===== src/rtl/fscs_pkg.sv =====
package fscs_pkg;

   localparam int unsigned ENTRIES_DEFAULT = 128;

   localparam int unsigned KIND_W = 2;
   localparam logic [KIND_W-1:0] KIND_NEXT = 2'd0;
   localparam logic [KIND_W-1:0] KIND_END  = 2'd1;
   localparam logic [KIND_W-1:0] KIND_READ = 2'd2;
   localparam logic [KIND_W-1:0] KIND_BUSY = 2'd3;

   localparam int unsigned CSR_INDEX_W = 2;
   localparam logic [CSR_INDEX_W-1:0] REG_CLUSTER_BEGIN = 2'd0;
   localparam logic [CSR_INDEX_W-1:0] REG_FAT_BEGIN     = 2'd1;
   localparam logic [CSR_INDEX_W-1:0] REG_CLUSTER_SHIFT = 2'd2;

   localparam logic [31:0] END_MARK      = 32'hFFFF_FFFF;
   localparam logic [31:0] FIRST_CLUSTER = 32'd2;

   localparam logic MODE_ADVANCE = 1'b0;
   localparam logic MODE_FILL    = 1'b1;

endpackage


===== src/rtl/fat32_sector_chain_stepper.sv =====
// Steps a file through its sectors on a FAT32 volume. An advance beat (tuser 0) whose next
// sector stays in the cluster is answered through the result and output registers. A cluster
// step goes through the control sequencer (cluster arithmetic, cache tag check, synchronous
// read of the FAT sector cache, answer) and is answered with the next sector or an end mark
// on a hit and with a FAT read request on a miss. After a read request, feed exactly
// ENTRIES_PER_FAT_SECTOR fill beats (tuser 1, entry in the upper data word); each is written
// into the cache, and the last one sends the pending step back to the tag check. Advances
// sent during a fill are answered busy. One item is in flight at a time; a finished answer
// may wait in the output register while the next beat is taken. ENTRIES_PER_FAT_SECTOR
// must be a power of two.
module fat32_sector_chain_stepper
   import fscs_pkg::*;
#(
   parameter int unsigned ENTRIES_PER_FAT_SECTOR = ENTRIES_DEFAULT
) (
   input  logic                   clock,
   input  logic                   reset,
   input  logic                   req_tvalid,
   output logic                   req_tready,
   input  logic [63:0]            req_tdata,   // sector [31:0], fat_word [63:32]
   input  logic                   req_tuser,   // mode [0]
   output logic                   rsp_tvalid,
   input  logic                   rsp_tready,
   output logic [31:0]            rsp_tdata,   // sector_out [31:0]
   output logic [KIND_W-1:0]      rsp_tuser,   // kind [1:0]
   input  logic                   csr_valid,
   output logic                   csr_ready,
   input  logic [CSR_INDEX_W-1:0] csr_index,
   input  logic [31:0]            csr_data
);

   localparam int unsigned IDX_W  = $clog2(ENTRIES_PER_FAT_SECTOR);
   localparam int unsigned FSEC_W = 32 - IDX_W;
   localparam logic [IDX_W-1:0] LAST_FILL = IDX_W'(ENTRIES_PER_FAT_SECTOR - 1);

   localparam logic [2:0] ST_IDLE = 3'd0;
   localparam logic [2:0] ST_CALC = 3'd1;
   localparam logic [2:0] ST_LOOK = 3'd2;
   localparam logic [2:0] ST_ANS  = 3'd3;
   localparam logic [2:0] ST_EMIT = 3'd4;

   logic [2:0]        state_ff, state_in;
   logic [31:0]       cluster_begin_ff;
   logic [31:0]       fat_begin_ff;
   logic [2:0]        shift_ff;
   logic [FSEC_W-1:0] cached_fsec_ff, cached_fsec_in;
   logic              cache_valid_ff, cache_valid_in;
   logic              fill_pending_ff, fill_pending_in;
   logic [IDX_W-1:0]  fill_count_ff, fill_count_in;
   logic [31:0]       cluster_ff, cluster_in;
   logic [31:0]       sector_ff, sector_in;
   logic [KIND_W-1:0] res_kind_ff, res_kind_in;
   logic [31:0]       res_sector_ff, res_sector_in;
   logic              rsp_valid_ff, rsp_valid_in;
   logic [KIND_W-1:0] rsp_kind_ff, rsp_kind_in;
   logic [31:0]       rsp_sector_ff, rsp_sector_in;

   logic              req_beat;
   logic              req_mode;
   logic [31:0]       req_sector;
   logic [31:0]       req_fat_word;
   logic [31:0]       sector_inc;
   logic [6:0]        low_mask;
   logic              in_cluster;
   logic [FSEC_W-1:0] look_fsec;
   logic              look_hit;
   logic              ram_wr_en;
   logic              ram_rd_en;
   logic [31:0]       ram_rd_data;
   logic              rsp_slot_free;

   assign req_beat     = req_tvalid && req_tready;
   assign req_mode     = req_tuser;
   assign req_sector   = req_tdata[31:0];
   assign req_fat_word = req_tdata[63:32];
   assign req_tready   = (state_ff == ST_IDLE);
   assign csr_ready    = 1'b1;

   assign sector_inc = req_sector + 32'd1;
   assign low_mask   = (7'd1 << shift_ff) - 7'd1;
   assign in_cluster = ((sector_inc[6:0] & low_mask) != 7'd0);
   assign look_fsec  = cluster_ff[31:IDX_W];
   assign look_hit   = cache_valid_ff && (cached_fsec_ff == look_fsec);
   assign ram_wr_en  = req_beat && (req_mode == MODE_FILL) && fill_pending_ff;
   assign ram_rd_en  = (state_ff == ST_LOOK) && look_hit;
   assign rsp_slot_free = !rsp_valid_ff || rsp_tready;

   fscs_fat_ram #(
      .DEPTH  (ENTRIES_PER_FAT_SECTOR),
      .ADDR_W (IDX_W)
   ) u_fat_ram (
      .clock   (clock),
      .wr_en   (ram_wr_en),
      .wr_addr (fill_count_ff),
      .wr_data (req_fat_word),
      .rd_en   (ram_rd_en),
      .rd_addr (cluster_ff[IDX_W-1:0]),
      .rd_data (ram_rd_data)
   );

   always_comb begin
      state_in        = state_ff;
      cached_fsec_in  = cached_fsec_ff;
      cache_valid_in  = cache_valid_ff;
      fill_pending_in = fill_pending_ff;
      fill_count_in   = fill_count_ff;
      cluster_in      = cluster_ff;
      sector_in       = sector_ff;
      res_kind_in     = res_kind_ff;
      res_sector_in   = res_sector_ff;
      rsp_valid_in    = rsp_valid_ff && !rsp_tready;
      rsp_kind_in     = rsp_kind_ff;
      rsp_sector_in   = rsp_sector_ff;
      case (state_ff)
         ST_IDLE: begin
            if (req_beat) begin
               if (req_mode == MODE_FILL) begin
                  if (fill_pending_ff) begin
                     if (fill_count_ff == LAST_FILL) begin
                        fill_pending_in = 1'b0;
                        fill_count_in   = '0;
                        cache_valid_in  = 1'b1;
                        state_in        = ST_LOOK;
                     end else begin
                        fill_count_in = fill_count_ff + IDX_W'(1);
                     end
                  end
               end else if (fill_pending_ff) begin
                  res_kind_in   = KIND_BUSY;
                  res_sector_in = '0;
                  state_in      = ST_EMIT;
               end else if (in_cluster) begin
                  res_kind_in   = KIND_NEXT;
                  res_sector_in = sector_inc;
                  state_in      = ST_EMIT;
               end else begin
                  sector_in = req_sector;
                  state_in  = ST_CALC;
               end
            end
         end
         ST_CALC: begin
            cluster_in = ((sector_ff - cluster_begin_ff) >> shift_ff) + FIRST_CLUSTER;
            state_in   = ST_LOOK;
         end
         ST_LOOK: begin
            if (look_hit) begin
               state_in = ST_ANS;
            end else begin
               cache_valid_in  = 1'b0;
               cached_fsec_in  = look_fsec;
               fill_pending_in = 1'b1;
               fill_count_in   = '0;
               res_kind_in     = KIND_READ;
               res_sector_in   = fat_begin_ff + {{IDX_W{1'b0}}, look_fsec};
               state_in        = ST_EMIT;
            end
         end
         ST_ANS: begin
            if (ram_rd_data == END_MARK) begin
               res_kind_in   = KIND_END;
               res_sector_in = '0;
            end else begin
               res_kind_in   = KIND_NEXT;
               res_sector_in = cluster_begin_ff + ((ram_rd_data - FIRST_CLUSTER) << shift_ff);
            end
            state_in = ST_EMIT;
         end
         ST_EMIT: begin
            if (rsp_slot_free) begin
               rsp_valid_in  = 1'b1;
               rsp_kind_in   = res_kind_ff;
               rsp_sector_in = res_sector_ff;
               state_in      = ST_IDLE;
            end
         end
         default: begin
            state_in = ST_IDLE;
         end
      endcase
   end

   always_ff @(posedge clock) begin
      if (reset) begin
         state_ff         <= ST_IDLE;
         cluster_begin_ff <= '0;
         fat_begin_ff     <= '0;
         shift_ff         <= '0;
         cached_fsec_ff   <= '0;
         cache_valid_ff   <= 1'b0;
         fill_pending_ff  <= 1'b0;
         fill_count_ff    <= '0;
         cluster_ff       <= '0;
         rsp_valid_ff     <= 1'b0;
      end else begin
         state_ff        <= state_in;
         cached_fsec_ff  <= cached_fsec_in;
         cache_valid_ff  <= cache_valid_in;
         fill_pending_ff <= fill_pending_in;
         fill_count_ff   <= fill_count_in;
         cluster_ff      <= cluster_in;
         rsp_valid_ff    <= rsp_valid_in;
         if (csr_valid && csr_ready) begin
            case (csr_index)
               REG_CLUSTER_BEGIN: cluster_begin_ff <= csr_data;
               REG_FAT_BEGIN:     fat_begin_ff     <= csr_data;
               REG_CLUSTER_SHIFT: shift_ff         <= csr_data[2:0];
               default: begin
               end
            endcase
         end
      end
   end

   always_ff @(posedge clock) begin
      sector_ff     <= sector_in;
      res_kind_ff   <= res_kind_in;
      res_sector_ff <= res_sector_in;
      rsp_kind_ff   <= rsp_kind_in;
      rsp_sector_ff <= rsp_sector_in;
   end

   assign rsp_tvalid = rsp_valid_ff;
   assign rsp_tuser  = rsp_kind_ff;
   assign rsp_tdata  = rsp_sector_ff;

`ifndef SYNTHESIS
   a_fill_drops_cache: assert property (@(posedge clock) disable iff (reset)
      fill_pending_ff |-> !cache_valid_ff)
      else $error("cache marked valid while a fill is pending");

   a_write_needs_fill: assert property (@(posedge clock) disable iff (reset)
      ram_wr_en |-> fill_pending_ff && (state_ff == ST_IDLE))
      else $error("cache written outside a fill");

   a_last_fill_hits: assert property (@(posedge clock) disable iff (reset)
      (ram_wr_en && (fill_count_ff == LAST_FILL))
         |=> cache_valid_ff && !fill_pending_ff && (state_ff == ST_LOOK) && look_hit)
      else $error("completed fill does not hit the cache");

   a_blank_sector: assert property (@(posedge clock) disable iff (reset)
      (rsp_valid_ff && ((rsp_kind_ff == KIND_BUSY) || (rsp_kind_ff == KIND_END)))
         |-> (rsp_sector_ff == 32'd0))
      else $error("busy or end answer carries a sector");
`endif

endmodule


===== src/rtl/fscs_fat_ram.sv =====
module fscs_fat_ram
   import fscs_pkg::*;
#(
   parameter int unsigned DEPTH  = ENTRIES_DEFAULT,
   parameter int unsigned ADDR_W = $clog2(ENTRIES_DEFAULT)
) (
   input  logic              clock,
   input  logic              wr_en,
   input  logic [ADDR_W-1:0] wr_addr,
   input  logic [31:0]       wr_data,
   input  logic              rd_en,
   input  logic [ADDR_W-1:0] rd_addr,
   output logic [31:0]       rd_data
);

   logic [31:0] mem_ff [DEPTH];
   logic [31:0] rd_data_ff;

   always_ff @(posedge clock) begin
      if (wr_en) begin
         mem_ff[wr_addr] <= wr_data;
      end
      if (rd_en) begin
         rd_data_ff <= mem_ff[rd_addr];
      end
   end

   assign rd_data = rd_data_ff;

endmodule

===== config.mk =====
export PLATFORM = sky130hd
export DESIGN_NAME = fat32_sector_chain_stepper
export DESIGN_NICKNAME = d
export VERILOG_FILES = /design/src/rtl/fscs_pkg.sv /design/src/rtl/fat32_sector_chain_stepper.sv /design/src/rtl/fscs_fat_ram.sv
export SDC_FILE = /design/constraint.sdc
export NUM_CORES = 2
export LEC_CHECK = 0
export ABC_CLOCK_PERIOD_IN_PS = 9000
export BUFFER_PORTS_ARGS = -buffer_cell sky130_fd_sc_hd__buf_2
export CAP_MARGIN = 20
export CORE_UTILIZATION = 50
export DETAILED_ROUTE_END_ITERATION = 8
export PLACE_DENSITY_LB_ADDON = 0.12
export SLEW_MARGIN = 20
export SYNTH_ARGS = -nofsm -noshare
export SYNTH_HDL_FRONTEND = slang
export SYNTH_SLANG_ARGS = --single-unit

===== constraint.sdc =====
create_clock -name clock -period 9 [get_ports clock]
set_input_delay 0.45 -clock clock [delete_from_list [all_inputs] [get_ports clock]]
set_output_delay 0.45 -clock clock [all_outputs]
set_load 0.05 [all_outputs]

==> impl_results.rst <==
.. list-table::
   :header-rows: 1

   * - Metric
     - Value
   * - Num rows
     - 217
   * - Met1 WL
     - 205000 um
   * - Placed cell area
     - 0.183 mm2
   * - Num ports
     - 141
   * - Reg-to-reg critical path startpoint
     - u_fat_ram.rd_data[5]$_DFFE_PP_
   * - Number of vias per cell
     - 6.50
   * - Final std cells w/o fill
     - 13800
   * - Fraction of power spent switching nets
     - 22.2%
   * - Count of instances resized after the clock tree is built
     - 0
   * - Antenna violation net count after detailed routing
     - 0
   * - Share of final-layout standard cells stronger than drive strength 1
     - 28.3%
   * - Time the worst path needs with I/O delays and setup
     - 6050 ps
   * - Cell internal power dissipation
     - 33300 uW
   * - Most common cell after layout, fill and taps aside
     - sky130_fd_sc_hd__edfxtp_1
   * - Mean instance size in the synthesized netlist
     - 21.0 um2
   * - Vias in the first global route
     - 88900
   * - Biggest area contributors in the synthesized netlist
     - sky130_fd_sc_hd__edfxtp_1, sky130_fd_sc_hd__mux4_2, sky130_fd_sc_hd__dfxtp_1
   * - Logic gate share of total power
     - 5.9%
   * - Initial DRT Pass Iterations
     - 6
   * - Number of I/O port buffers
     - 139
   * - Core region area
     - 0.349 mm2
   * - Detailed placer's ending HPWL
     - 288000 um
   * - Tcrit/Tclk final
     - 67.2%
   * - Crit path capture
     - res_sector_ff[28]$_DFFE_PP_
   * - GPL Wtd Cong
     - 0.986
   * - Startpoint types
     - flip-flop
   * - Crit-path max FO
     - 8
   * - Largest area contributor in the netlist
     - sky130_fd_sc_hd__edfxtp_1
   * - Distinct cells, synth
     - 108
   * - Area share of the leading cell type in the synthesized netlist
     - 72.3%
   * - Clock skew
     - 82.0 ps
   * - Met2 layer wire length in the routed design
     - 236000 um
   * - Reg-to-reg setup timing slack
     - 2950 ps
   * - Total net switching power
     - 9510 uW
   * - Number of cells produced by synthesis
     - 8367
   * - Total count of hold-check failures in the final report
     - 0
   * - Status
     - finished clean
   * - Sequential Power Share
     - 52.4%
   * - Average routed wire per standard cell
     - 36.0 um
   * - Worst max-slew margin expressed relative to the limit
     - 14.0%
   * - Arrival @ worst endpoint
     - 6710 ps
   * - Number of antenna violations at the first check in global routing
     - 60
   * - RSZ-0062 raised after global routing
     - false
   * - Dominant register cell in the synthesized netlist
     - sky130_fd_sc_hd__edfxtp_1
   * - Hold Crit Class
     - input pin to flip-flop
   * - Portion of total power attributed to the clock network
     - 41.8%
   * - Detailed Route Iter0 Violations
     - 12400
   * - Number of buffers on the longest clock path
     - 4
   * - Residual overflow from global routing
     - 0
   * - Sequential-to-total area share from yosys stat
     - 73.9%
   * - Floorplan die area
     - 0.354 mm2
   * - First-pass GRT wire length
     - 692000 um
   * - Endpoint kind of the worst setup timing path
     - flip-flop
   * - Met3 wire length
     - 41400 um
   * - Final Max Slew Viols
     - 0
   * - Total routing resource utilization after global routing
     - 28.0%
   * - Final core utilization
     - 56.8%
   * - Number of clock buffers inserted by TritonCTS
     - 443
   * - Cell at the root of the clock tree
     - sky130_fd_sc_hd__clkbuf_16
   * - Wirelength, routed
     - 497000 um
   * - H-tree levels
     - 5
   * - Most used cells in the layout excluding fill and tap cells
     - sky130_fd_sc_hd__edfxtp_1, sky130_fd_sc_hd__mux4_2, sky130_fd_sc_hd__clkbuf_16
   * - Setup violation total in the final timing report
     - 0
   * - Detailed-route via count
     - 89800
   * - Total number of yosys warnings
     - 0
   * - Num Clock Sinks
     - 4365
   * - Post-CTS repair timing setup buffer count
     - 0
   * - Post-route cell area
     - 0.198 mm2
   * - Timing-limited maximum frequency
     - 0.165 GHz
   * - Source of the critical timing path
     - u_fat_ram.rd_data[5]$_DFFE_PP_
   * - Post-synth design cell area
     - 0.176 mm2
   * - Top routing layer used
     - met5
   * - Starting density of the core
     - 50.2%
   * - Layout overhead on the synthesized area
     - 13.0%
   * - DR DRC count
     - 0
   * - Instance count after placement with tap cells included
     - 12900
   * - Layout net count
     - 9036
   * - Maximum VDD drop
     - 0.000180 V
   * - CTS tree
     - done
   * - Worst Max-Slew Pin Slew
     - 1270 ps
   * - EDFF count, synth
     - 4228
   * - Max capacitance violation total
     - 0
   * - Reg2Reg Capture Point
     - res_sector_ff[28]$_DFFE_PP_
   * - Number of cells traversed by the worst register-to-register path
     - 18
   * - Largest net degree at the start of global routing
     - 137
   * - Cell area power density
     - 216 mW/mm2
   * - Source-to-sink clock delay at the later pin of the worst-skew pair
     - 1020 ps
   * - Share of flip-flops with an asynchronous set or reset
     - 0%
   * - Total design power
     - 42800 uW
   * - Register clock-pin slew on the reported worst setup and hold paths
     - 60 ps
   * - Height of the die
     - 595 um
   * - Standby leakage power
     - 0.0603 uW
   * - Layout filler cell count
     - 25600
   * - Setup CP Type
     - flip-flop to flip-flop
   * - Synth Register Bits
     - 4365
   * - Die Span X
     - 595 um
   * - Number of nets in the synthesized netlist
     - 8570
   * - Required time of the critical path
     - 9660 ps
   * - Total Negative Setup Slacks
     - 0 ps
[synthesized netlist by cell type, drive strengths merged, types with 12 or more instances]
cell	number
a2111oi	13
a211oi	34
a21o	44
a21oi	237
a22oi	21
a31oi	24
and2	20
and3	23
buf	134
clkbuf	321
dfxtp	137
edfxtp	4228
ha	96
inv	68
mux2	47
mux2i	85
mux4	1350
nand2	326
nand2b	16
nand3	63
nand4	44
nor2	383
nor2b	21
nor3	51
nor4	26
o211ai	20
o21a	21
o21ai	111
o21bai	12
o22ai	16
o31ai	16
or2	13
or3	25
xnor2	80
xor2	91
[timing repair]
action / CTS / global route
setup endpoints to repair: 0 / 0
hold buffers: 87 / 0
endpoints found under the hold margin: 561 / 0
[power groups by stage]
| stage | Clock [uW] | Combinational, uW | Sequential [uW] |
|---|---|---|---|
| after floorplan | 0 | 1300 | 22800 |
| after CTS | 18200 | 2490 | 22400 |
| after detailed placement | 0 | 2450 | 22900 |
| final | 17900 | 2510 | 22400 |
| after global routing | 18900 | 2610 | 22400 |
| after global placement | 0 | 2430 | 22900 |
[registers in the layout, summed over array words and instances, names as in the netlist, 25 cells and up]
name and cells:
sector_ff 32, u_fat_ram.mem_ff 4096, fat_begin_ff 32, res_sector_ff 32, rsp_tdata 32, cached_fsec_ff 25, u_fat_ram.rd_data 32, cluster_ff 32
cluster_begin_ff 32
[metrics by stage]
step	worst slack (ps)	hold slack, ps
after floorplan	1770	400
after global placement	3120	401
after detailed placement	3140	405
after CTS	3080	1.31
after global routing	2450	47.6
final	2950	58.1
[kinds of logic (layout without fill, tap and decap cells)]
| kind of cell | count (synthesis) | in the layout | share of synthesized area, % |
|---|---|---|---|
| flip-flops | 4365 | 4365 | 73.9 |
| other | 1 | 19 | 0.00214 |
| AO/OA/AOI/OAI | 675 | 675 | 2.55 |
| multiplexers | 1482 | 1482 | 18.1 |
| adder cells (fa/ha/maj) | 99 | 99 | 0.718 |
| buffers and inverters | 524 | 1354 | 1.15 |
| AND/OR/NAND/NOR | 1050 | 1050 | 2.75 |
| XOR/XNOR | 171 | 171 | 0.857 |
[metal layers]
metal	GRT usage [%]	up-vias
li1	-	36100
met1	41.4	48500
met2	43.9	4457
met3	3.97	689
met4	8.20	16
met5	0	-
[final cells by class]
class	count	area, um2	area share, %
antenna	18	45.0	0.0227
inverter	69	259	0.131
clock buffer	556	11700	5.88
sequential	4365	130000	65.4
tap	4599	5750	2.90
multi-input combinational	3478	44900	22.6
clock inverter	253	2350	1.18
timing repair buffer	476	3750	1.89
[how the worst min path moves through the flow]
stage | start | endpoint | slack, ps | cells past startpoint
detailed placement | res_sector_ff[13]$_DFFE_PP_ | rsp_tdata[13]$_DFFE_PP_ | 400 | 0
CTS | req_tdata[43] | u_fat_ram.mem_ff[90][11]$_DFFE_PP_ | 1 | 1
floorplan | res_sector_ff[0]$_DFFE_PP_ | rsp_tdata[0]$_DFFE_PP_ | 400 | 0
global route | req_tdata[43] | u_fat_ram.mem_ff[90][11]$_DFFE_PP_ | 50 | 1
global placement | res_sector_ff[9]$_DFFE_PP_ | rsp_tdata[9]$_DFFE_PP_ | 400 | 0
finish | req_tdata[43] | u_fat_ram.mem_ff[88][11]$_DFFE_PP_ | 60 | 1
[worst max-delay path, stage by stage (launching register included)]
cell and delay, ps:
sky130_fd_sc_hd__edfxtp_1 470, sky130_fd_sc_hd__nor4_1 670, sky130_fd_sc_hd__nand4_1 420, sky130_fd_sc_hd__nor3_1 740, sky130_fd_sc_hd__nand2_1 170, sky130_fd_sc_hd__a32oi_1 200
sky130_fd_sc_hd__nor2_1 60, sky130_fd_sc_hd__a2111oi_0 600, sky130_fd_sc_hd__nor2_1 140, sky130_fd_sc_hd__a21oi_1 410, sky130_fd_sc_hd__ha_1 370, sky130_fd_sc_hd__a21oi_1 460
sky130_fd_sc_hd__nand2_1 110, sky130_fd_sc_hd__a21o_1 190, sky130_fd_sc_hd__a21oi_1 180, sky130_fd_sc_hd__o21bai_1 140, sky130_fd_sc_hd__o41ai_1 110, sky130_fd_sc_hd__xnor2_1 160
sky130_fd_sc_hd__o221ai_1 130
Power figures use the tool's default switching activity.
